===== config.mk =====
export PLATFORM = sky130hd
export DESIGN_NAME = rectangle_subtract_split
export DESIGN_NICKNAME = d
export VERILOG_FILES = /design/src/rtl/rss_pkg.sv /design/src/rtl/rss_front.sv /design/src/rtl/rss_fifo.sv /design/src/rtl/rss_back.sv /design/src/rtl/rectangle_subtract_split.sv
export SDC_FILE = /design/constraint.sdc
export NUM_CORES = 1
export LEC_CHECK = 0
export BUFFER_PORTS_ARGS = -buffer_cell sky130_fd_sc_hd__buf_2
export CAP_MARGIN = 30
export CORE_AREA = 2 2 315 317
export CTS_CLUSTER_SIZE = 28
export DETAILED_ROUTE_END_ITERATION = 8
export DIE_AREA = 0 0 317 319
export GPL_ROUTABILITY_DRIVEN = 0
export PLACE_DENSITY = 0.72
export SETUP_SLACK_MARGIN = 0.2
export SYNTH_ARGS = -nofsm -noshare
export SYNTH_HDL_FRONTEND = slang
export SYNTH_SLANG_ARGS = --single-unit

===== constraint.sdc =====
create_clock -name clk -period 15.2 [get_ports clk]
set_input_delay 0.76 -clock clk [delete_from_list [all_inputs] [get_ports clk]]
set_output_delay 0.76 -clock clk [all_outputs]
set_load 0.02 [all_outputs]

===== src/rtl/rss_pkg.sv =====
// ----------------------------------------------------------------------------
// rss_pkg: shared types and constants
// Payload structs, the descriptor that passes from the classifier to the
// piece emitter, piece side codes and queue sizing.
// ----------------------------------------------------------------------------
`default_nettype none

package rss_pkg;

  localparam int EDGE_W = 18;
  localparam int QDEPTH = 2;
  localparam int QPW    = (QDEPTH > 1) ? $clog2(QDEPTH) : 1;
  localparam int QCW    = $clog2(QDEPTH + 1);
  localparam int REM_W  = 5;

  localparam logic [2:0] SIDE_SRC = 3'd0;
  localparam logic [2:0] SIDE_TOP = 3'd1;
  localparam logic [2:0] SIDE_BOT = 3'd2;
  localparam logic [2:0] SIDE_LFT = 3'd3;
  localparam logic [2:0] SIDE_RGT = 3'd4;

  localparam logic [REM_W-1:0] REM_NONE = 5'b00000;
  localparam logic [REM_W-1:0] REM_SRC  = 5'b00001;
  localparam logic [REM_W-1:0] REM_TOP  = 5'b00010;
  localparam logic [REM_W-1:0] REM_BOT  = 5'b00100;
  localparam logic [REM_W-1:0] REM_LFT  = 5'b01000;
  localparam logic [REM_W-1:0] REM_RGT  = 5'b10000;

  typedef logic signed [EDGE_W-1:0] edge_t;

  typedef struct packed {
    logic signed [15:0] src_x;
    logic signed [15:0] src_y;
    logic [14:0]        src_width;
    logic [14:0]        src_height;
    logic signed [15:0] cut_x;
    logic signed [15:0] cut_y;
    logic [14:0]        cut_width;
    logic [14:0]        cut_height;
  } rss_in_t;

  typedef struct packed {
    logic signed [15:0] piece_x;
    logic signed [15:0] piece_y;
    logic [14:0]        piece_width;
    logic [14:0]        piece_height;
    logic [2:0]         piece_side;
    logic               last_piece;
  } rss_out_t;

  typedef struct packed {
    logic [15:0]      src_x;
    logic [15:0]      src_y;
    logic [14:0]      src_w;
    logic [14:0]      src_h;
    logic [14:0]      top_h;
    logic [15:0]      bot_y;
    logic [14:0]      bot_h;
    logic [14:0]      lft_w;
    logic [15:0]      mid_y;
    logic [14:0]      mid_h;
    logic [15:0]      rgt_x;
    logic [14:0]      rgt_w;
    logic [REM_W-1:0] rem;
  } rss_desc_t;

endpackage

`default_nettype wire


===== src/rtl/rss_front.sv =====
// ----------------------------------------------------------------------------
// rss_front: classifier
// Three-stage pipeline that forms the edges, tests cover and overlap, trims
// the source and builds one descriptor of pieces per beat.
// ----------------------------------------------------------------------------
`default_nettype none

module rss_front import rss_pkg::*; (
  input  wire logic      clk,
  input  wire logic      rst_n,
  input  wire logic      in_valid,
  output logic           in_stall,
  input  wire rss_in_t   in_data,
  input  wire logic      q_full,
  output logic           q_push,
  output rss_desc_t      q_desc
);

  function automatic edge_t sx16(input logic [15:0] v);
    return $signed({{(EDGE_W-16){v[15]}}, v});
  endfunction

  function automatic edge_t zx15(input logic [14:0] v);
    return $signed({{(EDGE_W-15){1'b0}}, v});
  endfunction

  function automatic logic [14:0] clamp15(input edge_t v);
    return v[EDGE_W-1] ? 15'd1 : v[14:0];
  endfunction

  // stage A
  logic    a_v_r;
  rss_in_t a_r;
  // stage B
  logic    b_v_r;
  rss_in_t b_r;
  edge_t   b_cr_r, b_cb_r, b_sre_r, b_sbe_r;
  // stage C
  logic        c_v_r;
  rss_in_t     c_r;
  logic        c_cover_r, c_nover_r, c_top_r, c_lft_r;
  logic [14:0] c_ph_t_r, c_pw_l_r;
  logic [15:0] c_sy1_r, c_sx1_r;
  logic [14:0] c_sh1_r, c_sw1_r;
  edge_t       c_cr_r, c_cb_r;

  logic a_free, b_free, c_free, c_done;

  // stage A logic
  edge_t a_cr, a_cb, a_sre, a_sbe;
  always_comb begin
    a_cr  = sx16(a_r.cut_x) + zx15(a_r.cut_width);
    a_cb  = sx16(a_r.cut_y) + zx15(a_r.cut_height);
    a_sre = sx16(a_r.src_x) + zx15(a_r.src_width);
    a_sbe = sx16(a_r.src_y) + zx15(a_r.src_height);
  end

  // stage B logic
  edge_t b_sx, b_sy, b_cx, b_cy, b_sw, b_sh;
  edge_t b_ph_t, b_pw_l, b_sh1r, b_sw1r;
  logic  b_cover, b_nover, b_top, b_lft;
  always_comb begin
    b_sx    = sx16(b_r.src_x);
    b_sy    = sx16(b_r.src_y);
    b_cx    = sx16(b_r.cut_x);
    b_cy    = sx16(b_r.cut_y);
    b_sw    = zx15(b_r.src_width);
    b_sh    = zx15(b_r.src_height);
    b_cover = (b_sx >= b_cx) && (b_sre_r <= b_cr_r) &&
              (b_sy >= b_cy) && (b_sbe_r <= b_cb_r);
    b_nover = (b_sx >= b_cr_r) || (b_sre_r <= b_cx) ||
              (b_sy >= b_cb_r) || (b_sbe_r <= b_cy);
    b_top   = b_sy < b_cy;
    b_lft   = b_sx < b_cx;
    b_ph_t  = b_cy - b_sy;
    b_pw_l  = b_cx - b_sx;
    b_sh1r  = b_top ? (b_sbe_r - b_cy) : b_sh;
    b_sw1r  = b_lft ? (b_sre_r - b_cx) : b_sw;
  end

  // stage C logic
  edge_t          c_d_v, c_d_h, c_sh2r;
  logic           c_bot, c_rgt;
  logic [14:0]    c_sh2;
  logic [REM_W-1:0] c_rem;
  always_comb begin
    c_d_v  = sx16(c_sy1_r) + zx15(c_sh1_r) - c_cb_r;
    c_d_h  = sx16(c_sx1_r) + zx15(c_sw1_r) - c_cr_r;
    c_bot  = c_d_v > $signed({EDGE_W{1'b0}});
    c_rgt  = c_d_h > $signed({EDGE_W{1'b0}});
    c_sh2r = c_cb_r - sx16(c_sy1_r);
    c_sh2  = c_bot ? clamp15(c_sh2r) : c_sh1_r;
    if (c_cover_r) begin
      c_rem = REM_NONE;
    end else if (c_nover_r) begin
      c_rem = REM_SRC;
    end else begin
      c_rem = (c_top_r ? REM_TOP : REM_NONE) | (c_bot ? REM_BOT : REM_NONE) |
              (c_lft_r ? REM_LFT : REM_NONE) | (c_rgt ? REM_RGT : REM_NONE);
    end
  end

  always_comb begin
    q_desc.src_x = c_r.src_x;
    q_desc.src_y = c_r.src_y;
    q_desc.src_w = c_r.src_width;
    q_desc.src_h = c_r.src_height;
    q_desc.top_h = c_ph_t_r;
    q_desc.bot_y = c_cb_r[15:0];
    q_desc.bot_h = c_d_v[14:0];
    q_desc.lft_w = c_pw_l_r;
    q_desc.mid_y = c_sy1_r;
    q_desc.mid_h = c_sh2;
    q_desc.rgt_x = c_cr_r[15:0];
    q_desc.rgt_w = c_d_h[14:0];
    q_desc.rem   = c_rem;
  end

  // drop a covered source without a queue slot
  assign c_done   = c_v_r && ((c_rem == REM_NONE) || !q_full);
  assign c_free   = !c_v_r || c_done;
  assign b_free   = !b_v_r || c_free;
  assign a_free   = !a_v_r || b_free;
  assign in_stall = !a_free;
  assign q_push   = c_v_r && (c_rem != REM_NONE) && !q_full;

  always_ff @(posedge clk) begin
    if (!rst_n) begin
      a_v_r <= 1'b0;
      b_v_r <= 1'b0;
      c_v_r <= 1'b0;
    end else begin
      if (a_free) a_v_r <= in_valid;
      if (b_free) b_v_r <= a_v_r;
      if (c_free) c_v_r <= b_v_r;
    end
  end

  always_ff @(posedge clk) begin
    if (a_free) begin
      a_r <= in_data;
    end
    if (b_free) begin
      b_r     <= a_r;
      b_cr_r  <= a_cr;
      b_cb_r  <= a_cb;
      b_sre_r <= a_sre;
      b_sbe_r <= a_sbe;
    end
    if (c_free) begin
      c_r       <= b_r;
      c_cover_r <= b_cover;
      c_nover_r <= b_nover;
      c_top_r   <= b_top;
      c_lft_r   <= b_lft;
      c_ph_t_r  <= b_ph_t[14:0];
      c_pw_l_r  <= b_pw_l[14:0];
      c_sy1_r   <= b_top ? b_r.cut_y : b_r.src_y;
      c_sx1_r   <= b_lft ? b_r.cut_x : b_r.src_x;
      c_sh1_r   <= clamp15(b_sh1r);
      c_sw1_r   <= clamp15(b_sw1r);
      c_cr_r    <= b_cr_r;
      c_cb_r    <= b_cb_r;
    end
  end

endmodule

`default_nettype wire


===== src/rtl/rss_fifo.sv =====
// ----------------------------------------------------------------------------
// rss_fifo: descriptor queue
// Short flop-based queue between the classifier and the piece emitter.
// ----------------------------------------------------------------------------
`default_nettype none

module rss_fifo import rss_pkg::*; (
  input  wire logic      clk,
  input  wire logic      rst_n,
  input  wire logic      push,
  input  wire rss_desc_t push_desc,
  output logic           full,
  input  wire logic      pop,
  output logic           empty,
  output rss_desc_t      head
);

  rss_desc_t          mem_r [QDEPTH];
  logic [QPW-1:0]     wr_ptr_r, rd_ptr_r;
  logic [QCW-1:0]     cnt_r;

  function automatic logic [QPW-1:0] bump(input logic [QPW-1:0] p);
    return (p == QPW'(QDEPTH - 1)) ? '0 : p + 1'b1;
  endfunction

  assign full  = cnt_r == QCW'(QDEPTH);
  assign empty = cnt_r == '0;
  assign head  = mem_r[rd_ptr_r];

  always_ff @(posedge clk) begin
    if (!rst_n) begin
      wr_ptr_r <= '0;
      rd_ptr_r <= '0;
      cnt_r    <= '0;
    end else begin
      if (push) wr_ptr_r <= bump(wr_ptr_r);
      if (pop)  rd_ptr_r <= bump(rd_ptr_r);
      if (push && !pop)      cnt_r <= cnt_r + 1'b1;
      else if (pop && !push) cnt_r <= cnt_r - 1'b1;
    end
  end

  always_ff @(posedge clk) begin
    if (push) mem_r[wr_ptr_r] <= push_desc;
  end

  a_no_push_full: assert property (@(posedge clk) disable iff (!rst_n)
    full |-> !push) else $error("push into full descriptor queue");

  a_no_pop_empty: assert property (@(posedge clk) disable iff (!rst_n)
    empty |-> !pop) else $error("pop from empty descriptor queue");

endmodule

`default_nettype wire


===== src/rtl/rss_back.sv =====
// ----------------------------------------------------------------------------
// rss_back: piece emitter
// Walks the pending pieces of one descriptor, one beat per cycle unless
// out_stall holds the output, into a registered output stage.
// ----------------------------------------------------------------------------
`default_nettype none

module rss_back import rss_pkg::*; (
  input  wire logic      clk,
  input  wire logic      rst_n,
  input  wire logic      q_empty,
  input  wire rss_desc_t q_head,
  output logic           q_pop,
  output logic           out_valid,
  input  wire logic      out_stall,
  output rss_out_t       out_data
);

  logic             cur_v_r;
  rss_desc_t        cur_r;
  logic [REM_W-1:0] rem_r;
  logic             out_valid_r;
  rss_out_t         out_data_r;

  logic             slot_free, emit, finish, load;
  logic [REM_W-1:0] pick, rest;
  rss_out_t         piece;

  assign slot_free = !out_valid_r || !out_stall;
  assign emit      = cur_v_r && slot_free;
  assign pick      = rem_r & (~rem_r + 1'b1);
  assign rest      = rem_r & ~pick;
  assign finish    = emit && (rest == REM_NONE);
  assign load      = !q_empty && (!cur_v_r || finish);
  assign q_pop     = load;

  always_comb begin
    piece.last_piece = rest == REM_NONE;
    unique case (pick)
      REM_TOP: begin
        piece.piece_x      = cur_r.src_x;
        piece.piece_y      = cur_r.src_y;
        piece.piece_width  = cur_r.src_w;
        piece.piece_height = cur_r.top_h;
        piece.piece_side   = SIDE_TOP;
      end
      REM_BOT: begin
        piece.piece_x      = cur_r.src_x;
        piece.piece_y      = cur_r.bot_y;
        piece.piece_width  = cur_r.src_w;
        piece.piece_height = cur_r.bot_h;
        piece.piece_side   = SIDE_BOT;
      end
      REM_LFT: begin
        piece.piece_x      = cur_r.src_x;
        piece.piece_y      = cur_r.mid_y;
        piece.piece_width  = cur_r.lft_w;
        piece.piece_height = cur_r.mid_h;
        piece.piece_side   = SIDE_LFT;
      end
      REM_RGT: begin
        piece.piece_x      = cur_r.rgt_x;
        piece.piece_y      = cur_r.mid_y;
        piece.piece_width  = cur_r.rgt_w;
        piece.piece_height = cur_r.mid_h;
        piece.piece_side   = SIDE_RGT;
      end
      default: begin
        piece.piece_x      = cur_r.src_x;
        piece.piece_y      = cur_r.src_y;
        piece.piece_width  = cur_r.src_w;
        piece.piece_height = cur_r.src_h;
        piece.piece_side   = SIDE_SRC;
      end
    endcase
  end

  always_ff @(posedge clk) begin
    if (!rst_n) begin
      cur_v_r     <= 1'b0;
      rem_r       <= REM_NONE;
      out_valid_r <= 1'b0;
    end else begin
      if (load) begin
        cur_v_r <= 1'b1;
        rem_r   <= q_head.rem;
      end else if (emit) begin
        cur_v_r <= !finish;
        rem_r   <= rest;
      end
      out_valid_r <= emit || (out_valid_r && out_stall);
    end
  end

  always_ff @(posedge clk) begin
    if (load) cur_r      <= q_head;
    if (emit) out_data_r <= piece;
  end

  assign out_valid = out_valid_r;
  assign out_data  = out_data_r;

  a_cur_has_work: assert property (@(posedge clk) disable iff (!rst_n)
    cur_v_r |-> (rem_r != REM_NONE)) else $error("active descriptor with no pieces");

  a_pieces_follow: assert property (@(posedge clk) disable iff (!rst_n)
    (out_valid_r && !out_stall && !out_data_r.last_piece) |=> out_valid_r)
    else $error("gap inside one source's pieces");

endmodule

`default_nettype wire


===== src/rtl/rectangle_subtract_split.sv =====
// ----------------------------------------------------------------------------
// rectangle_subtract_split: source minus cut, split into pieces
// The first piece passes stages A, B, C, the queue, the descriptor register
// and the output register. Throughput: one input beat per cycle unless in_stall;
// one piece per cycle out unless out_stall; an input yields 1 to 4 pieces.
// A fully covered source yields no beat and uses no queue slot.
// Reset: synchronous active-low rst_n clears all valid flags and pointers.
// ----------------------------------------------------------------------------
`default_nettype none

module rectangle_subtract_split import rss_pkg::*; (
  input  wire logic    clk,
  input  wire logic    rst_n,
  input  wire logic    in_valid,
  output logic         in_stall,
  input  wire rss_in_t in_data,
  output logic         out_valid,
  input  wire logic    out_stall,
  output rss_out_t     out_data
);

  logic      q_push, q_full, q_pop, q_empty;
  rss_desc_t q_desc, q_head;

  rss_front u_front (
    .clk      (clk),
    .rst_n    (rst_n),
    .in_valid (in_valid),
    .in_stall (in_stall),
    .in_data  (in_data),
    .q_full   (q_full),
    .q_push   (q_push),
    .q_desc   (q_desc)
  );

  rss_fifo u_fifo (
    .clk       (clk),
    .rst_n     (rst_n),
    .push      (q_push),
    .push_desc (q_desc),
    .full      (q_full),
    .pop       (q_pop),
    .empty     (q_empty),
    .head      (q_head)
  );

  rss_back u_back (
    .clk       (clk),
    .rst_n     (rst_n),
    .q_empty   (q_empty),
    .q_head    (q_head),
    .q_pop     (q_pop),
    .out_valid (out_valid),
    .out_stall (out_stall),
    .out_data  (out_data)
  );

endmodule

`default_nettype wire

==> run summary <==
result of the run: finished clean
Max Clk Rate: 120 MHz
Final Slew Violations: 0
crit-path max FO: 63
post-route total power: 0.0101 W
worst reg2reg setup slack: 6.85 ns
prevailing post-synth register cell: sky130_fd_sc_hd__edfxtp_1
wire length of the first global-routing pass: 158,000 microns
endpoint required time on the critical path: 15.51 ns
DRT met1 WL: 49,400 microns
Avg Inst Size Synth: 14.8 sq um
vias in the first global route: 27,188
adder and majority cell fraction of the synthesized area: 8.23%
Cell Area, Synth: 49,400 sq um
number of synthesized flops with an enable pin: 1,109
unrepaired setup endpoints after global routing: false
origin of the critical flop-to-flop path: u_front.c_sy1_r[0]
share of synthesized flip-flops with an asynchronous set or reset: 0%
measured slew at the worst slew-check pin: 0.981 ns
number of buffers inserted by hold repair at cts: 0
standard-cell rows: 115
Final Cycle Share: 54.9%
Area growth, synth to finish: 12.6%
largest family of logic cells by synthesized area: compound AO/OA/AOI/OAI gates
category of the critical setup timing path: reg2reg
post-synthesis sequential element count: 1,124
amount of wire on met3 after detailed routing: 8020 microns
input/output buffers: 195
CP endpoint: u_front.a_r[98]
count of mapped cells out of synthesis: 3,339
die area: 101,000 sq um
FF-to-FF End: u_front.a_r[98]
total of endpoints with negative setup slack in the final report: 0
number of design-rule violations left by the first detailed-router iteration: 2,396
simple-gate portion of the synthesized area: 5.82%
horizontal extent of the die: 317 microns
share of cell area taken by muxes after synthesis: 4.43%
Vias: 27,648
synthesized-area fraction occupied by xor and xnor cells: 2.48%
distinct cell type count after synthesis: 75
Clk pin slew, worst setup/hold paths: 0.07 ns
cell types with the largest area share after synthesis: sky130_fd_sc_hd__edfxtp_1 (67%), sky130_fd_sc_hd__ha_1 (7.7%), sky130_fd_sc_hd__mux2_2 (4.3%)
most frequent CP cell: sky130_fd_sc_hd__o21ai_0
final-stage net count: 4,056
Initial Util: 50.5%
Synth Warn #: 0
initial antenna violation count: 3
library cell contributing the largest single delay on the critical path: sky130_fd_sc_hd__or2_4
setup tns final: 0 ns
kind of launch point of the worst setup path: flop
detail-routed via count per cell: 5.55
source of the critical timing path: u_front.c_sy1_r[0]
total overflow reported by the global router: 0
DRT antenna net count: 0
Overall Global Routing Usage: 20.7%
standby leakage power: 21.5 nW
Yosys top cell area share: 67.5%
Resize count post-CTS: 0
total of max-cap violations: 0
length in cells of the worst reg-to-reg path: 25
routed length per instance: 20.9 microns
clock skew after layout: 0.0274 ns
VDD IR max: 0.108 mV
footprint of the multi-input gates: 14,600 sq um
Min Clock Period, post-route: 8.35 ns
number of sinks on the clock net: 1,124
total I/O pin count: 196
count of H-tree levels built during CTS: 3
maximum buffer depth of the clock tree: 3
nets in the synthesized netlist: 3,784
core area: 97,700 sq um
total inserted antenna cells: 0
number of post-CTS setup repair buffers: 0
sort of element at the end of the critical path: flop
largest net degree at the start of global routing: 81
met2 WL: 43,600 microns
Final Hold Fails: 0
DP Wirelength: 75,400 microns
top cell type by total area after synthesis: sky130_fd_sc_hd__edfxtp_1
remaining max-slew budget at the tightest pin: 34.2%
register area: 33,600 sq um
overall die height: 319 microns
share of the synthesized area in compound gates (AO/OA/AOI/OAI): 8.45%
fraction of layout instances using a drive strength above 1: 16.2%
clock tree from TritonCTS: done
router iterations before antenna repair: 5
crit-path max cell delay: 0.78 ns
register area share after synthesis: 68.1%
fill count: 7,400
P per Cell Area: 182 nW/um^2
post-detailed-routing wire length: 104,000 microns
top sig layer: met5
DRC: 0
CTS root buffer: sky130_fd_sc_hd__clkbuf_16
clock latency on the worst-skew pair: 0.68 ns
Worst Path Arrival: 8.66 ns
clock buffer count from CTS: 106
type of the tightest min-delay check: in2reg
-- area by class of cell --
class	instances	area share [%]
Clock inverter	60	0.919
Sequential cell	1124	60.5
Clock buffer	136	5.13
Tap cell	1287	2.90
Timing Repair Buffer	230	2.57
Multi-Input combinational cell	1885	26.2
Inverter	264	1.79
-- critical path, delay by kind of cell (launching register included) --
kind,cells,cell delay (ns)
buf+inv,3,0.85
compound gates,12,3.41
flops,1,0.39
fa+ha+maj,3,0.93
simple gates,7,2.25
-- cells in the final DEF, fill, tap and decap left out, drive strengths merged, types with 12 or more instances in the layout --
cell    count
nand4      23
and2       14
a211oi     15
o21bai     12
nor2      151
edfxtp   1109
buf       230
a21o       72
xnor2     110
o21ai     140
mux2      189
o21a       13
a21boi     20
nand2b     22
a22oi      32
or3        21
nor2b      44
a22o       42
xor2       30
nand2     217
clkinv     45
dfxtp      15
clkbuf    136
nor3       35
a222oi     15
fa         13
a21oi     140
a31oi      18
inv       266
ha        304
nand3      42
-- cells in the mapped netlist (6+ instances only) --
cell type,n
sky130_fd_sc_hd__a22o_1,42
sky130_fd_sc_hd__nand4_1,23
sky130_fd_sc_hd__o2111ai_1,7
sky130_fd_sc_hd__nand3_1,42
sky130_fd_sc_hd__a211oi_1,15
sky130_fd_sc_hd__mux2i_1,6
sky130_fd_sc_hd__fa_1,13
sky130_fd_sc_hd__or3_1,21
sky130_fd_sc_hd__edfxtp_1,1109
sky130_fd_sc_hd__nand2_1,217
sky130_fd_sc_hd__a21o_1,72
sky130_fd_sc_hd__nor3_1,34
sky130_fd_sc_hd__a222oi_1,15
sky130_fd_sc_hd__a311oi_1,7
sky130_fd_sc_hd__mux2_2,189
sky130_fd_sc_hd__o211ai_1,11
sky130_fd_sc_hd__inv_1,264
sky130_fd_sc_hd__nor4_1,6
sky130_fd_sc_hd__ha_1,304
sky130_fd_sc_hd__clkbuf_1,59
sky130_fd_sc_hd__dfxtp_1,15
sky130_fd_sc_hd__o31ai_1,9
sky130_fd_sc_hd__nor2_1,151
sky130_fd_sc_hd__o221ai_1,6
sky130_fd_sc_hd__o21a_1,13
sky130_fd_sc_hd__nor2b_1,44
sky130_fd_sc_hd__xor2_1,30
sky130_fd_sc_hd__a21boi_0,20
sky130_fd_sc_hd__a21oi_1,140
sky130_fd_sc_hd__or2_2,9
sky130_fd_sc_hd__a22oi_1,32
sky130_fd_sc_hd__o21bai_1,12
sky130_fd_sc_hd__and2_1,14
sky130_fd_sc_hd__nand2b_1,22
sky130_fd_sc_hd__o21ai_0,138
sky130_fd_sc_hd__a31oi_1,18
sky130_fd_sc_hd__xnor2_1,110
sky130_fd_sc_hd__and3_1,11
-- registers in the layout, summed over array words and instances (netlist names), 62 cells and up, named ones only --
name and cells:
u_front.b_r 62, u_back.out_data 66, u_front.a_r 124, u_front.q_desc 62, u_back.cur_r 185, u_fifo.mem_r 380
-- cell families (layout without fill, tap and decap cells) --
logic type                 count (synthesis)  in the layout
muxes                                    195            195
adders and majority gates                317            317
and+or+nand+nor                          615            615
AOI/OAI and AO/OA                        618            618
DFF                                     1124           1124
xor gates and xnor gates                 140            140
buffers and inverters                    330            690
-- power breakdown --
part | internal [W] | total [W] | switching (W) | leakage (nW)
Clock | 0.00144 | 0.00254 | 0.00110 | 1.63
Sequential | 0.00429 | 0.00458 | 0.000295 | 11.0
Combinational | 0.00114 | 0.00300 | 0.00187 | 8.85
-- worst min path at each step --
stage	startpoint	end	cells past startpoint
2_1_floorplan	u_front.c_ph_t_r[0]	u_fifo.mem_r[0][113]	0
3_3_place_gp	u_front.q_desc[180]	u_fifo.mem_r[0][180]	0
3_5_place_dp	u_front.q_desc[164]	u_fifo.mem_r[0][164]	0
4_1_cts	in_data[19]	u_front.a_r[19]	1
5_1_grt	in_data[94]	u_front.a_r[94]	1
6_report	in_data[65]	u_front.a_r[65]	1
-- metal layers --
layer  global-route usage, %  vias to the layer above
li1                        -                    13145
met1                    32.6                    13397
met2                    29.3                      939
met3                    3.43                      165
met4                    6.67                        2
met5                       0                        -
-- per-stage QoR --
step / cells / instance area [sq um] / setup slack, ns / utilization (%) / hold WS [ns]
3_3_place_gp: 4779 / 51900 / 6.76 / 53.2 / 0.424
2_1_floorplan: 3339 / 49400 / 2.00 / - / 0.421
6_report: 4986 / 55600 / 6.85 / 56.9 / 0.253
5_1_grt: 4986 / 55600 / 6.22 / 56.9 / 0.234
4_1_cts: 4982 / 55500 / 6.51 / 56.8 / 0.212
3_5_place_dp: 4786 / 52100 / 6.56 / 53.3 / 0.430
No activity file was read; power rests on OpenSTA's default activity.
